### src/hdl/i2csrb_pkg.sv
package i2csrb_pkg;

	localparam int unsigned REG_COUNT_DEF = 32;

	localparam int unsigned FUNC_W  = 4;
	localparam int unsigned BYTE_W  = 8;
	localparam int unsigned HADDR_W = 5;

	// event codes carried in the func field
	typedef enum logic [FUNC_W-1:0] {
		FUNC_ADDR_WR = 4'd0,
		FUNC_RX_ACK  = 4'd1,
		FUNC_RX_NACK = 4'd2,
		FUNC_STOP    = 4'd3,
		FUNC_ADDR_RD = 4'd4,
		FUNC_TX_ACK  = 4'd5,
		FUNC_TX_NACK = 4'd6,
		FUNC_BUS_ERR = 4'd7,
		FUNC_OTHER   = 4'd8,
		FUNC_HOST_WR = 4'd9,
		FUNC_HOST_RD = 4'd10
	} func_t;

	typedef struct packed {
		logic [FUNC_W-1:0]  func;
		logic [BYTE_W-1:0]  bus_byte;
		logic [HADDR_W-1:0] host_addr;
		logic [BYTE_W-1:0]  host_data;
	} evt_t;

	typedef struct packed {
		logic [BYTE_W-1:0] tx_byte;
		logic              tx_load;
		logic              send_stop;
		logic [BYTE_W-1:0] read_data;
	} res_t;

endpackage

### src/hdl/i2csrb_evt_if.sv
interface i2csrb_evt_if;
	logic               valid;
	logic               ready;
	i2csrb_pkg::evt_t   payload;

	modport source (output valid, output payload, input ready);
	modport sink (input valid, input payload, output ready);
endinterface

### src/hdl/i2csrb_res_if.sv
interface i2csrb_res_if;
	logic               valid;
	logic               ready;
	i2csrb_pkg::res_t   payload;

	modport source (output valid, output payload, input ready);
	modport sink (input valid, input payload, output ready);
endinterface

### src/hdl/i2c_slave_register_bank_core.sv
// Two-wire slave register bank.
// evt: one bus or host event per transaction (func, bus_byte, host_addr,
//   host_data). res: exactly one result per event (tx_byte, tx_load,
//   send_stop, read_data), in event order.
// The bank lives in a RAM with one write and one registered read port.
// An event's bank access is issued at the edge that accepts it; the read
// stage then holds the event while the RAM data arrives, and the result
// register takes it next. One event per cycle is sustained while res does
// not stall; the bank read port and the result register set that figure.
// Reset clears the pointer, both byte counters and the per-entry valid
// bits, so every register reads as zero until written. No clearing pass
// is needed; events are taken right after reset.
// When res stalls, the result register holds, an event in the read stage
// waits behind it, and a full read stage drops evt.ready until res drains.
module i2c_slave_register_bank_core #(
	parameter int unsigned REG_COUNT = i2csrb_pkg::REG_COUNT_DEF
) (
	input  logic                clk,
	input  logic                arst_n,
	i2csrb_evt_if.sink          evt,
	i2csrb_res_if.source        res
);

	localparam int unsigned IDX_W = $clog2(REG_COUNT);
	localparam int unsigned CNT_W = $clog2(REG_COUNT + 2);
	localparam int unsigned BW    = i2csrb_pkg::BYTE_W;
	localparam int unsigned TBL_N = 2 ** BW;

	localparam logic [CNT_W-1:0] CNT_FULL   = CNT_W'(REG_COUNT);
	localparam logic [CNT_W-1:0] CNT_CLOSED = CNT_W'(REG_COUNT + 1);
	localparam logic [IDX_W:0]   SUM_WRAP   = (IDX_W + 1)'(REG_COUNT);

	// byte value modulo REG_COUNT, constant table
	logic [IDX_W-1:0] mod_tbl [TBL_N];
	for (genvar g = 0; g < TBL_N; g++) begin : g_mod
		assign mod_tbl[g] = IDX_W'(g % REG_COUNT);
	end

	logic [IDX_W-1:0] ptr_q;
	logic [CNT_W-1:0] rx_cnt_q;
	logic [CNT_W-1:0] tx_cnt_q;
	logic [REG_COUNT-1:0] vld_q;

	logic             acc;
	logic             s1_adv;
	logic [BW-1:0]    func_b;
	logic [IDX_W-1:0] host_idx;
	logic [IDX_W-1:0] off;
	logic [IDX_W:0]   sum;
	logic [IDX_W-1:0] bank_idx;
	logic             rx_wr;
	logic             tx_rd;
	logic             host_wr;
	logic             host_rd;
	logic             we;
	logic             re;
	logic [IDX_W-1:0] waddr;
	logic [IDX_W-1:0] raddr;
	logic [BW-1:0]    wdata;
	logic [BW-1:0]    rdata;

	logic             valid_s1;
	logic             tx_rd_s1;
	logic             tx_load_s1;
	logic             stop_s1;
	logic             host_rd_s1;
	logic             rvld_s1;

	logic             res_valid_q;
	i2csrb_pkg::res_t res_q;

	assign s1_adv    = !res_valid_q || res.ready;
	assign evt.ready = !valid_s1 || s1_adv;
	assign acc       = evt.valid && evt.ready;

	assign func_b   = BW'(evt.payload.host_addr);
	assign host_idx = mod_tbl[func_b];

	always_comb begin
		host_wr = evt.payload.func == i2csrb_pkg::FUNC_HOST_WR;
		host_rd = evt.payload.func == i2csrb_pkg::FUNC_HOST_RD;
		rx_wr   = evt.payload.func == i2csrb_pkg::FUNC_RX_ACK
			&& rx_cnt_q != '0 && rx_cnt_q <= CNT_FULL;
		tx_rd   = evt.payload.func == i2csrb_pkg::FUNC_ADDR_RD
			|| (evt.payload.func == i2csrb_pkg::FUNC_TX_ACK && tx_cnt_q < CNT_FULL);

		// rx writes at ptr + count - 1, tx reads at ptr + count, address read at ptr
		if (evt.payload.func == i2csrb_pkg::FUNC_RX_ACK) begin
			off = rx_cnt_q[IDX_W-1:0] - IDX_W'(1);
		end else if (evt.payload.func == i2csrb_pkg::FUNC_ADDR_RD) begin
			off = '0;
		end else begin
			off = tx_cnt_q[IDX_W-1:0];
		end
		sum      = {1'b0, ptr_q} + {1'b0, off};
		bank_idx = (sum >= SUM_WRAP) ? IDX_W'(sum - SUM_WRAP) : sum[IDX_W-1:0];

		we    = acc && (rx_wr || host_wr);
		re    = acc && (tx_rd || host_rd);
		waddr = host_wr ? host_idx : bank_idx;
		raddr = host_rd ? host_idx : bank_idx;
		wdata = host_wr ? evt.payload.host_data : evt.payload.bus_byte;
	end

	i2csrb_ram #(
		.WIDTH (BW),
		.DEPTH (REG_COUNT)
	) u_bank (
		.clk   (clk),
		.we    (we),
		.waddr (waddr),
		.wdata (wdata),
		.re    (re),
		.raddr (raddr),
		.rdata (rdata)
	);

	always_ff @(posedge clk or negedge arst_n) begin
		if (!arst_n) begin
			ptr_q    <= '0;
			rx_cnt_q <= '0;
			tx_cnt_q <= '0;
			vld_q    <= '0;
		end else if (acc) begin
			if (we) begin
				vld_q[waddr] <= 1'b1;
			end
			case (evt.payload.func)
				i2csrb_pkg::FUNC_ADDR_WR: begin
					rx_cnt_q <= '0;
				end
				i2csrb_pkg::FUNC_RX_ACK: begin
					if (rx_cnt_q == '0) begin
						ptr_q <= mod_tbl[evt.payload.bus_byte];
					end
					if (rx_cnt_q <= CNT_FULL) begin
						rx_cnt_q <= rx_cnt_q + CNT_W'(1);
					end
				end
				i2csrb_pkg::FUNC_RX_NACK, i2csrb_pkg::FUNC_STOP: begin
					rx_cnt_q <= CNT_CLOSED;
				end
				i2csrb_pkg::FUNC_ADDR_RD: begin
					tx_cnt_q <= CNT_W'(1);
				end
				i2csrb_pkg::FUNC_TX_ACK: begin
					if (tx_cnt_q < CNT_FULL) begin
						tx_cnt_q <= tx_cnt_q + CNT_W'(1);
					end
				end
				i2csrb_pkg::FUNC_TX_NACK: begin
					tx_cnt_q <= CNT_FULL;
				end
				i2csrb_pkg::FUNC_BUS_ERR: begin
					rx_cnt_q <= CNT_CLOSED;
					tx_cnt_q <= CNT_FULL;
				end
				default: begin
				end
			endcase
		end
	end

	// read stage: waits for the registered RAM data
	always_ff @(posedge clk or negedge arst_n) begin
		if (!arst_n) begin
			valid_s1 <= 1'b0;
		end else if (acc) begin
			valid_s1 <= 1'b1;
		end else if (s1_adv) begin
			valid_s1 <= 1'b0;
		end
	end

	always_ff @(posedge clk) begin
		if (acc) begin
			tx_rd_s1   <= tx_rd;
			tx_load_s1 <= evt.payload.func == i2csrb_pkg::FUNC_ADDR_RD
				|| evt.payload.func == i2csrb_pkg::FUNC_TX_ACK;
			stop_s1    <= evt.payload.func == i2csrb_pkg::FUNC_BUS_ERR;
			host_rd_s1 <= host_rd;
			rvld_s1    <= vld_q[raddr];
		end
	end

	always_ff @(posedge clk or negedge arst_n) begin
		if (!arst_n) begin
			res_valid_q <= 1'b0;
		end else if (valid_s1 && s1_adv) begin
			res_valid_q <= 1'b1;
		end else if (res.ready) begin
			res_valid_q <= 1'b0;
		end
	end

	always_ff @(posedge clk) begin
		if (valid_s1 && s1_adv) begin
			res_q.tx_byte   <= (tx_rd_s1 && rvld_s1) ? rdata : '0;
			res_q.tx_load   <= tx_load_s1;
			res_q.send_stop <= stop_s1;
			res_q.read_data <= (host_rd_s1 && rvld_s1) ? rdata : '0;
		end
	end

	assign res.valid   = res_valid_q;
	assign res.payload = res_q;

endmodule

### src/hdl/i2csrb_ram.sv
module i2csrb_ram #(
	parameter int unsigned WIDTH = 8,
	parameter int unsigned DEPTH = 32
) (
	input  logic                     clk,
	input  logic                     we,
	input  logic [$clog2(DEPTH)-1:0] waddr,
	input  logic [WIDTH-1:0]         wdata,
	input  logic                     re,
	input  logic [$clog2(DEPTH)-1:0] raddr,
	output logic [WIDTH-1:0]         rdata
);

	logic [WIDTH-1:0] mem [DEPTH];

	always_ff @(posedge clk) begin
		if (we) begin
			mem[waddr] <= wdata;
		end
		if (re) begin
			rdata <= mem[raddr];
		end
	end

endmodule

### src/flat_wrapper.sv
// flat-port wrapper written by rule: the top's interface ports become plain ports
module i2c_slave_register_bank_core_flat 
#(
	parameter int unsigned REG_COUNT = i2csrb_pkg::REG_COUNT_DEF
)
  (clk, arst_n, evt_valid, evt_payload, evt_ready, res_valid, res_payload, res_ready);
  i2csrb_evt_if evt_i ();
  i2csrb_res_if res_i ();
  input  logic clk;
  input  logic arst_n;
  input wire logic [$bits(evt_i.valid)-1:0] evt_valid;
  input wire logic [$bits(evt_i.payload)-1:0] evt_payload;
  output wire logic [$bits(evt_i.ready)-1:0] evt_ready;
  output wire logic [$bits(res_i.valid)-1:0] res_valid;
  output wire logic [$bits(res_i.payload)-1:0] res_payload;
  input wire logic [$bits(res_i.ready)-1:0] res_ready;
  assign evt_i.valid = evt_valid;
  assign evt_i.payload = evt_payload;
  assign evt_ready = evt_i.ready;
  assign res_valid = res_i.valid;
  assign res_payload = res_i.payload;
  assign res_i.ready = res_ready;
  i2c_slave_register_bank_core #(.REG_COUNT(REG_COUNT)) u_core (.clk(clk), .arst_n(arst_n), .evt(evt_i), .res(res_i));
endmodule
### config.mk
export PLATFORM = sky130hd
export DESIGN_NAME = i2c_slave_register_bank_core_flat
export DESIGN_NICKNAME = d
export VERILOG_FILES = /design/src/hdl/i2csrb_pkg.sv /design/src/hdl/i2csrb_evt_if.sv /design/src/hdl/i2csrb_res_if.sv /design/src/hdl/i2c_slave_register_bank_core.sv /design/src/hdl/i2csrb_ram.sv /design/src/flat_wrapper.sv
export SDC_FILE = /design/constraint.sdc
export NUM_CORES = 1
export LEC_CHECK = 0
export BUFFER_PORTS_ARGS = -buffer_cell sky130_fd_sc_hd__buf_2
export CORE_UTILIZATION = 25
export CTS_BUF_LIST = sky130_fd_sc_hd__clkbuf_16
export DETAILED_ROUTE_END_ITERATION = 6
export SETUP_SLACK_MARGIN = 0.4
export SYNTH_ARGS = -nofsm -noshare
export SYNTH_HDL_FRONTEND = slang
export SYNTH_HIERARCHICAL = 1
export SYNTH_SLANG_ARGS = --single-unit
### constraint.sdc
create_clock -name clk -period 4.8 [get_ports clk]
set_clock_uncertainty 0.15 [all_clocks]
set_input_delay 0.24 -clock clk [delete_from_list [all_inputs] [get_ports clk]]
set_output_delay 0.24 -clock clk [all_outputs]
set_load 0.02 [all_outputs]
# == Word-level counts from Yosys, hierarchy flattened ==
# Memories as Yosys holds them, arrays and structs flattened. A register that Yosys moved wholly into a read port is not among the register bits.
# Cells that the tools add are included.
# W data, S select, Z words.
# classes
n_reduce_logical,32
n_bitwise,3
magnitude_cmp,7
n_addsub,5
eq_ne,11
n_mux,22
# op_table
operator,n
$pmux W6 S3,2
$mux W5,7
$or A32 B32 Y32,1
$eq A4 B3 Y1 const B,4
$add A6 B1 Y6 const B,2
$lt A5 B6 Y1 const B,2
$mux W6,2
$logic_and A1 B1 Y1,10
$sub A5 B1 Y5 const B,2
$ge A9 B9 Y1 const B,1
$not A5 Y9,1
$not A8 Y9,1
$reduce_and A3 Y1,3
$eq A4 B2 Y1 const B,2
$eq A4 B4 Y1 const B,2
$mux W1,8
$mux W8,1
$add A5 B5 Y6,1
$ge A6 B6 Y1 const B,1
$le A6 B6 Y1 const B,1
$logic_not A6 Y1,1
$logic_or A1 B1 Y1,6
$lt A6 B6 Y1 const B,1
$reduce_bool A3 Y1,2
other kinds (12),16
# totals
romBits,2560
mem_bits_rw,256
register_bits,69
mem_count,3
# mem_list
name,words,width,read_ports,rd_clocked_by_memory_dff,write_ports,line,text
(no name shown),256,5,1,1,0,i2c_slave_register_bank_core.sv:134,ptr_q <= mod_tbl[evt.payload.bus_byte];
(no name shown),256,5,1,0,0,i2c_slave_register_bank_core.sv:77,assign host_idx = mod_tbl[func_b];
u_core.u_bank.mem,32,8,1,1,1,i2csrb_ram.sv:14,logic [WIDTH-1:0] mem [DEPTH];

# == Longest topological paths before layout ==
# logic_depth
ltp_word,12
depth_mapped,16
depth_no_buf,15

# == Cells and area by module ==
# The synthesis kept the hierarchy.
# by_module_without_submodules
mod,instances,area_per_inst_um2,cells_each,seq_area_each_um2
i2csrb_ram,1,10133.5,417,7927.6
i2c_slave_register_bank_core,1,4053.9,376,1966.9

# == Worst setup path after synthesis ==
# No wires, ideal clock.
# synth_path
kind,register -> register
from,register u_core.rx_cnt_q[0]
to,"register u_core.u_bank.rdata[0], read port of u_core.u_bank.mem (data pin)"
setup_ns,0.260
t_arrival_ns,3.848
stages_incl_launch_ff,17
t_required_ns,4.390
setup_slack_ns,0.542
path_cell_list,dfrtp_1 inv_1 ha_1 nor2_1 a22o_1 a22o_1 inv_1 fa_1 xnor2_1 mux2i_1 buf_4 inv_1 clkbuf_1 clkbuf_1 mux4_2 mux4_2 mux2_2
# synth_via
elab_chain_len,6
# synth_lines
item,line,text
"start, declared",i2c_slave_register_bank_core.sv:40,logic [CNT_W-1:0] rx_cnt_q;
"start signal, assigned",i2c_slave_register_bank_core.sv:137,rx_cnt_q <= rx_cnt_q + CNT_W'(1);
$sub A5 B1 Y5 *,i2c_slave_register_bank_core.sv:89,off = rx_cnt_q[IDX_W-1:0] - IDX_W'(1);
$mux W5 *,i2c_slave_register_bank_core.sv:88,if (evt.payload.func == i2csrb_pkg::FUNC_RX_ACK) begin
$add A5 B5 Y6 *,i2c_slave_register_bank_core.sv:95,"sum = {1'b0, ptr_q} + {1'b0, off};"
$sub A5 B1 Y5 or $ge A6 B6 Y1 (tied branches),i2c_slave_register_bank_core.sv:96,bank_idx = (sum >= SUM_WRAP) ? IDX_W'(sum - SUM_WRAP) : sum[IDX_W-1:0];
$mux W5 *,i2c_slave_register_bank_core.sv:96,
$mux W5 *,i2c_slave_register_bank_core.sv:101,raddr = host_rd ? host_idx : bank_idx;
named net u_core.raddr[2],i2c_slave_register_bank_core.sv:58,logic [IDX_W-1:0] raddr;
"end, declared",i2csrb_ram.sv:11,output logic [WIDTH-1:0] rdata
# The timed path passes the listed nets; every way through them passes the cells marked *.
# A chain may end at the register's enable or synchronous reset.

# == Worst setup path after layout ==
# layout_path
from,register u_core.rx_cnt_q[0]
to,"register u_core.u_bank.rdata[5], read port of u_core.u_bank.mem (data pin)"
# Same word-level chain as after synthesis.

==> run metrics <==
initial antenna violation count 4; First DRT Iteration DRCs 605; Yosys cell types 55; DR vias 7,567; CTS Sinks 338; arrival time worst endpoint 4.28 ns; DR vias/cell 4.50; Relative slew margins 17.4%; Residual DRC 0; largest net degree at the start of global routing 52; clock slew at reported path FFs 0.06 ns; Setup violations, final 0; number of global-route vias before repair 7,564; Final Hold Fails 0; Comb power frac 32.9%; Final Cell Area 16,800 um^2; Routed WL 31,100 um; Worst-Margin Slew 1.24 ns; FMAX 241 MHz; Final #Nets 945; die height 240 um; pwr dens 538 nW/um^2; Pleak 0.00604 uW; Post-DP Area 15,600 um^2; sw power 2740 uW; crit share post-route 86.4%; Post-Syn Area 14,200 um^2; FF+latch count, synth 338; Seq. cell area 9900 um^2; area of the multi-input gates 4060 um^2; RSZ-0062 raised after global routing no; Seq pwr share 38.7%; critical path class register to register; setup tns final 0 ns; cell count after synthesis 793; commonest non-fill, non-tap cell in the layout edfxtp_1; Worst-Skew Late Latency 0.53 ns; CTS tree yes; Final Max Slew Viols 0; layout cells sized above 1 28.8%; WL per Instance 18.5 um; top_reg_cell synth edfxtp_1; CP delay by family, top multiplexers; largest cells by area after synthesis edfxtp_1 61%, mux4_2 13%, dfrtp_1 9.0%; Total GRT Usage 10.9%; Sw Share 30.2%; Site Rows 86; first-pass iteration count of the detailed router 5; HP Class primary input to register; GP Congestion 0.805; FILL cells 5,386; CP bufs+invs 4; global route overflow 0; die footprint 57,700 um^2; worst vdd ir 0.259 mV; Power Internal 6320 uW; Cell Chain, Critical Path inv_1 > ha_1 > nor2_1 > a22o_1 > a22o_1 > inv_1 > fa_1 > xnor2_2 > mux2i_1 > bufinv_8 > buf_12 > mux4_2 > mux4_2 > mux2_2; Clock Path Buffers 3; clock power share 28.5%; status finished, final reports clean; CP peak stage delay 0.52 ns; Async SR Flop Fraction 15.1%; Post-synth EDFFs 287; antenna-violating nets left 0; Warnings, synthesis 6; Min Clock Period, post-route 4.15 ns; Crit path required time 4.93 ns; num ports 49; total of max-cap violations 0; die width 240 um; Crit. End Element register; Synth area leader edfxtp_1; commonest non-fill, non-tap cells in the layout 287 x edfxtp_1, 80 x mux4_2, 51 x nand2_1; H-Tree Depth 2; global-route wire length before repair 46,600 um; Layout area overhead 18.7%; CTS buffer count 35; syn nets 833; crit start category register; Initial Util 25.5%; root buffer cell clkbuf_16; Seq/Total Area, Yosys 69.7%; Crit-path slowest cell mux4_2; Yosys top cell area share 60.7%; worst-path fanout max 25; # port buffers 48; Core Box Area 55,600 um^2; mean area per synthesized cell 17.9 um^2; Final HPWL DP 20,800 um
## final timing paths
| path | from | to | slack (ns) | depth (start not counted) |
|---|---|---|---|---|
| worst max-delay path | u_core/rx_cnt_q[0] | u_core/u_bank/rdata[5] | 0.65 | 14 |
| worst min-delay path | evt_payload[21] | u_core/rx_cnt_q[4] | 0.05 | 3 |
| worst min register to register | u_core/tx_load_s1 | u_core/res.payload[9] | 0.29 | 0 |
| min in group asynchronous | arst_n | u_core/rx_cnt_q[3] | 0.21 | 3 |
| worst max register to register | u_core/rx_cnt_q[0] | u_core/u_bank/rdata[5] | 0.65 | 14 |
| max in group asynchronous | arst_n | u_core/vld_q[0] | 3.81 | 3 |
## area by class of cell
cell class / instances / area share [%]
sequential: 338 / 58.7
multi-input combinational: 403 / 24.1
tap: 748 / 5.56
clock buffer: 36 / 5.35
timing repair buffer: 111 / 4.62
clock inverter: 27 / 1.16
inverter: 16 / 0.438
antenna: 3 / 0.0446
## worst reg2reg max path: cells and delay by family (launching register included)
| kind | cells | cell delay [ns] |
|---|---|---|
| mux | 4 | 1.33 |
| simple gates | 1 | 0.10 |
| fa+ha+maj | 2 | 0.79 |
| buf+inv | 4 | 0.60 |
| compound gates | 2 | 0.29 |
| xor+xnor | 1 | 0.24 |
| flops | 1 | 0.41 |
## flip-flops by register name, indices dropped and copies added (netlist names), 5 cells and up
| register | count |
|---|---|
| u_core/ptr_q | 5 |
| u_core/res.payload | 18 |
| u_core/rx_cnt_q | 6 |
| u_core/tx_cnt_q | 6 |
| u_core/u_bank/mem | 256 |
| u_core/u_bank/rdata | 8 |
| u_core/vld_q | 32 |
## cell families (layout without fill, tap and decap cells)
logic type / count (synthesis) / after routing / synth area share [%]
fa+ha+maj: 11 / 11 / 1.02
simple gates: 167 / 167 / 5.95
mux: 133 / 133 / 16.8
flops: 338 / 338 / 69.7
other cells: 0 / 3 / 0
buf+inv: 52 / 190 / 1.84
compound gates: 82 / 82 / 4.06
xor+xnor: 10 / 10 / 0.617
## synthesized netlist by cell type, types with 7 or more instances
library cell and number:
o21bai_1 16, o21ai_0 15, edfxtp_1 287, mux4_2 80, nand2_1 51, nand3b_1 7
a21oi_1 9, ha_1 10, nand2b_1 7, inv_1 16, and3_1 17, nor2_1 51
dfrtp_1 51, a22o_1 9, mux2_2 17, buf_1 7, nor3_1 8, mux2i_1 34
clkbuf_1 12, buf_4 8, a21o_1 18
## power groups by stage
stage	logic [uW]	clock network, uW	registers [uW]
after global placement	2930	0	3560
after floorplan	2140	0	3540
final	2980	2580	3510
after CTS	3000	2640	3500
after detailed placement	2980	0	3560
after global routing	3190	2740	3530
## routing by layer
layer	part of all wire [%]	routed length [um]	global-route usage, %	vias up
met5	0.068	21	0	-
met2	49	15200	17.8	206
met1	44	13700	14.5	3940
li1	-	-	-	3369
met4	2.1	641	3.59	4
met3	4.8	1510	2.00	48
## repair_timing
| item | CTS | global route |
|---|---|---|
| buffers inserted | 0 | 1 |
| resized for setup | 1 | 10 |
| hold endpoints to repair | 61 | 0 |
| endpoints found under the setup margin | 1 | 124 |
| hold buffers | 11 | 0 |
## per-stage QoR
step	hold slack, ns	total power [uW]	util (%)	cells	setup slack, ns
floorplan	-0.206	5680	-	793	0.542
global placement	0.246	6490	28.0	1604	0.542
detailed placement	0.250	6540	28.0	1604	0.435
CTS	0.0237	9140	30.2	1678	0.485
global route	0.0652	9460	30.3	1679	0.412
finish	0.0497	9060	30.3	1682	0.651
(Power assumes the default switching activity.)
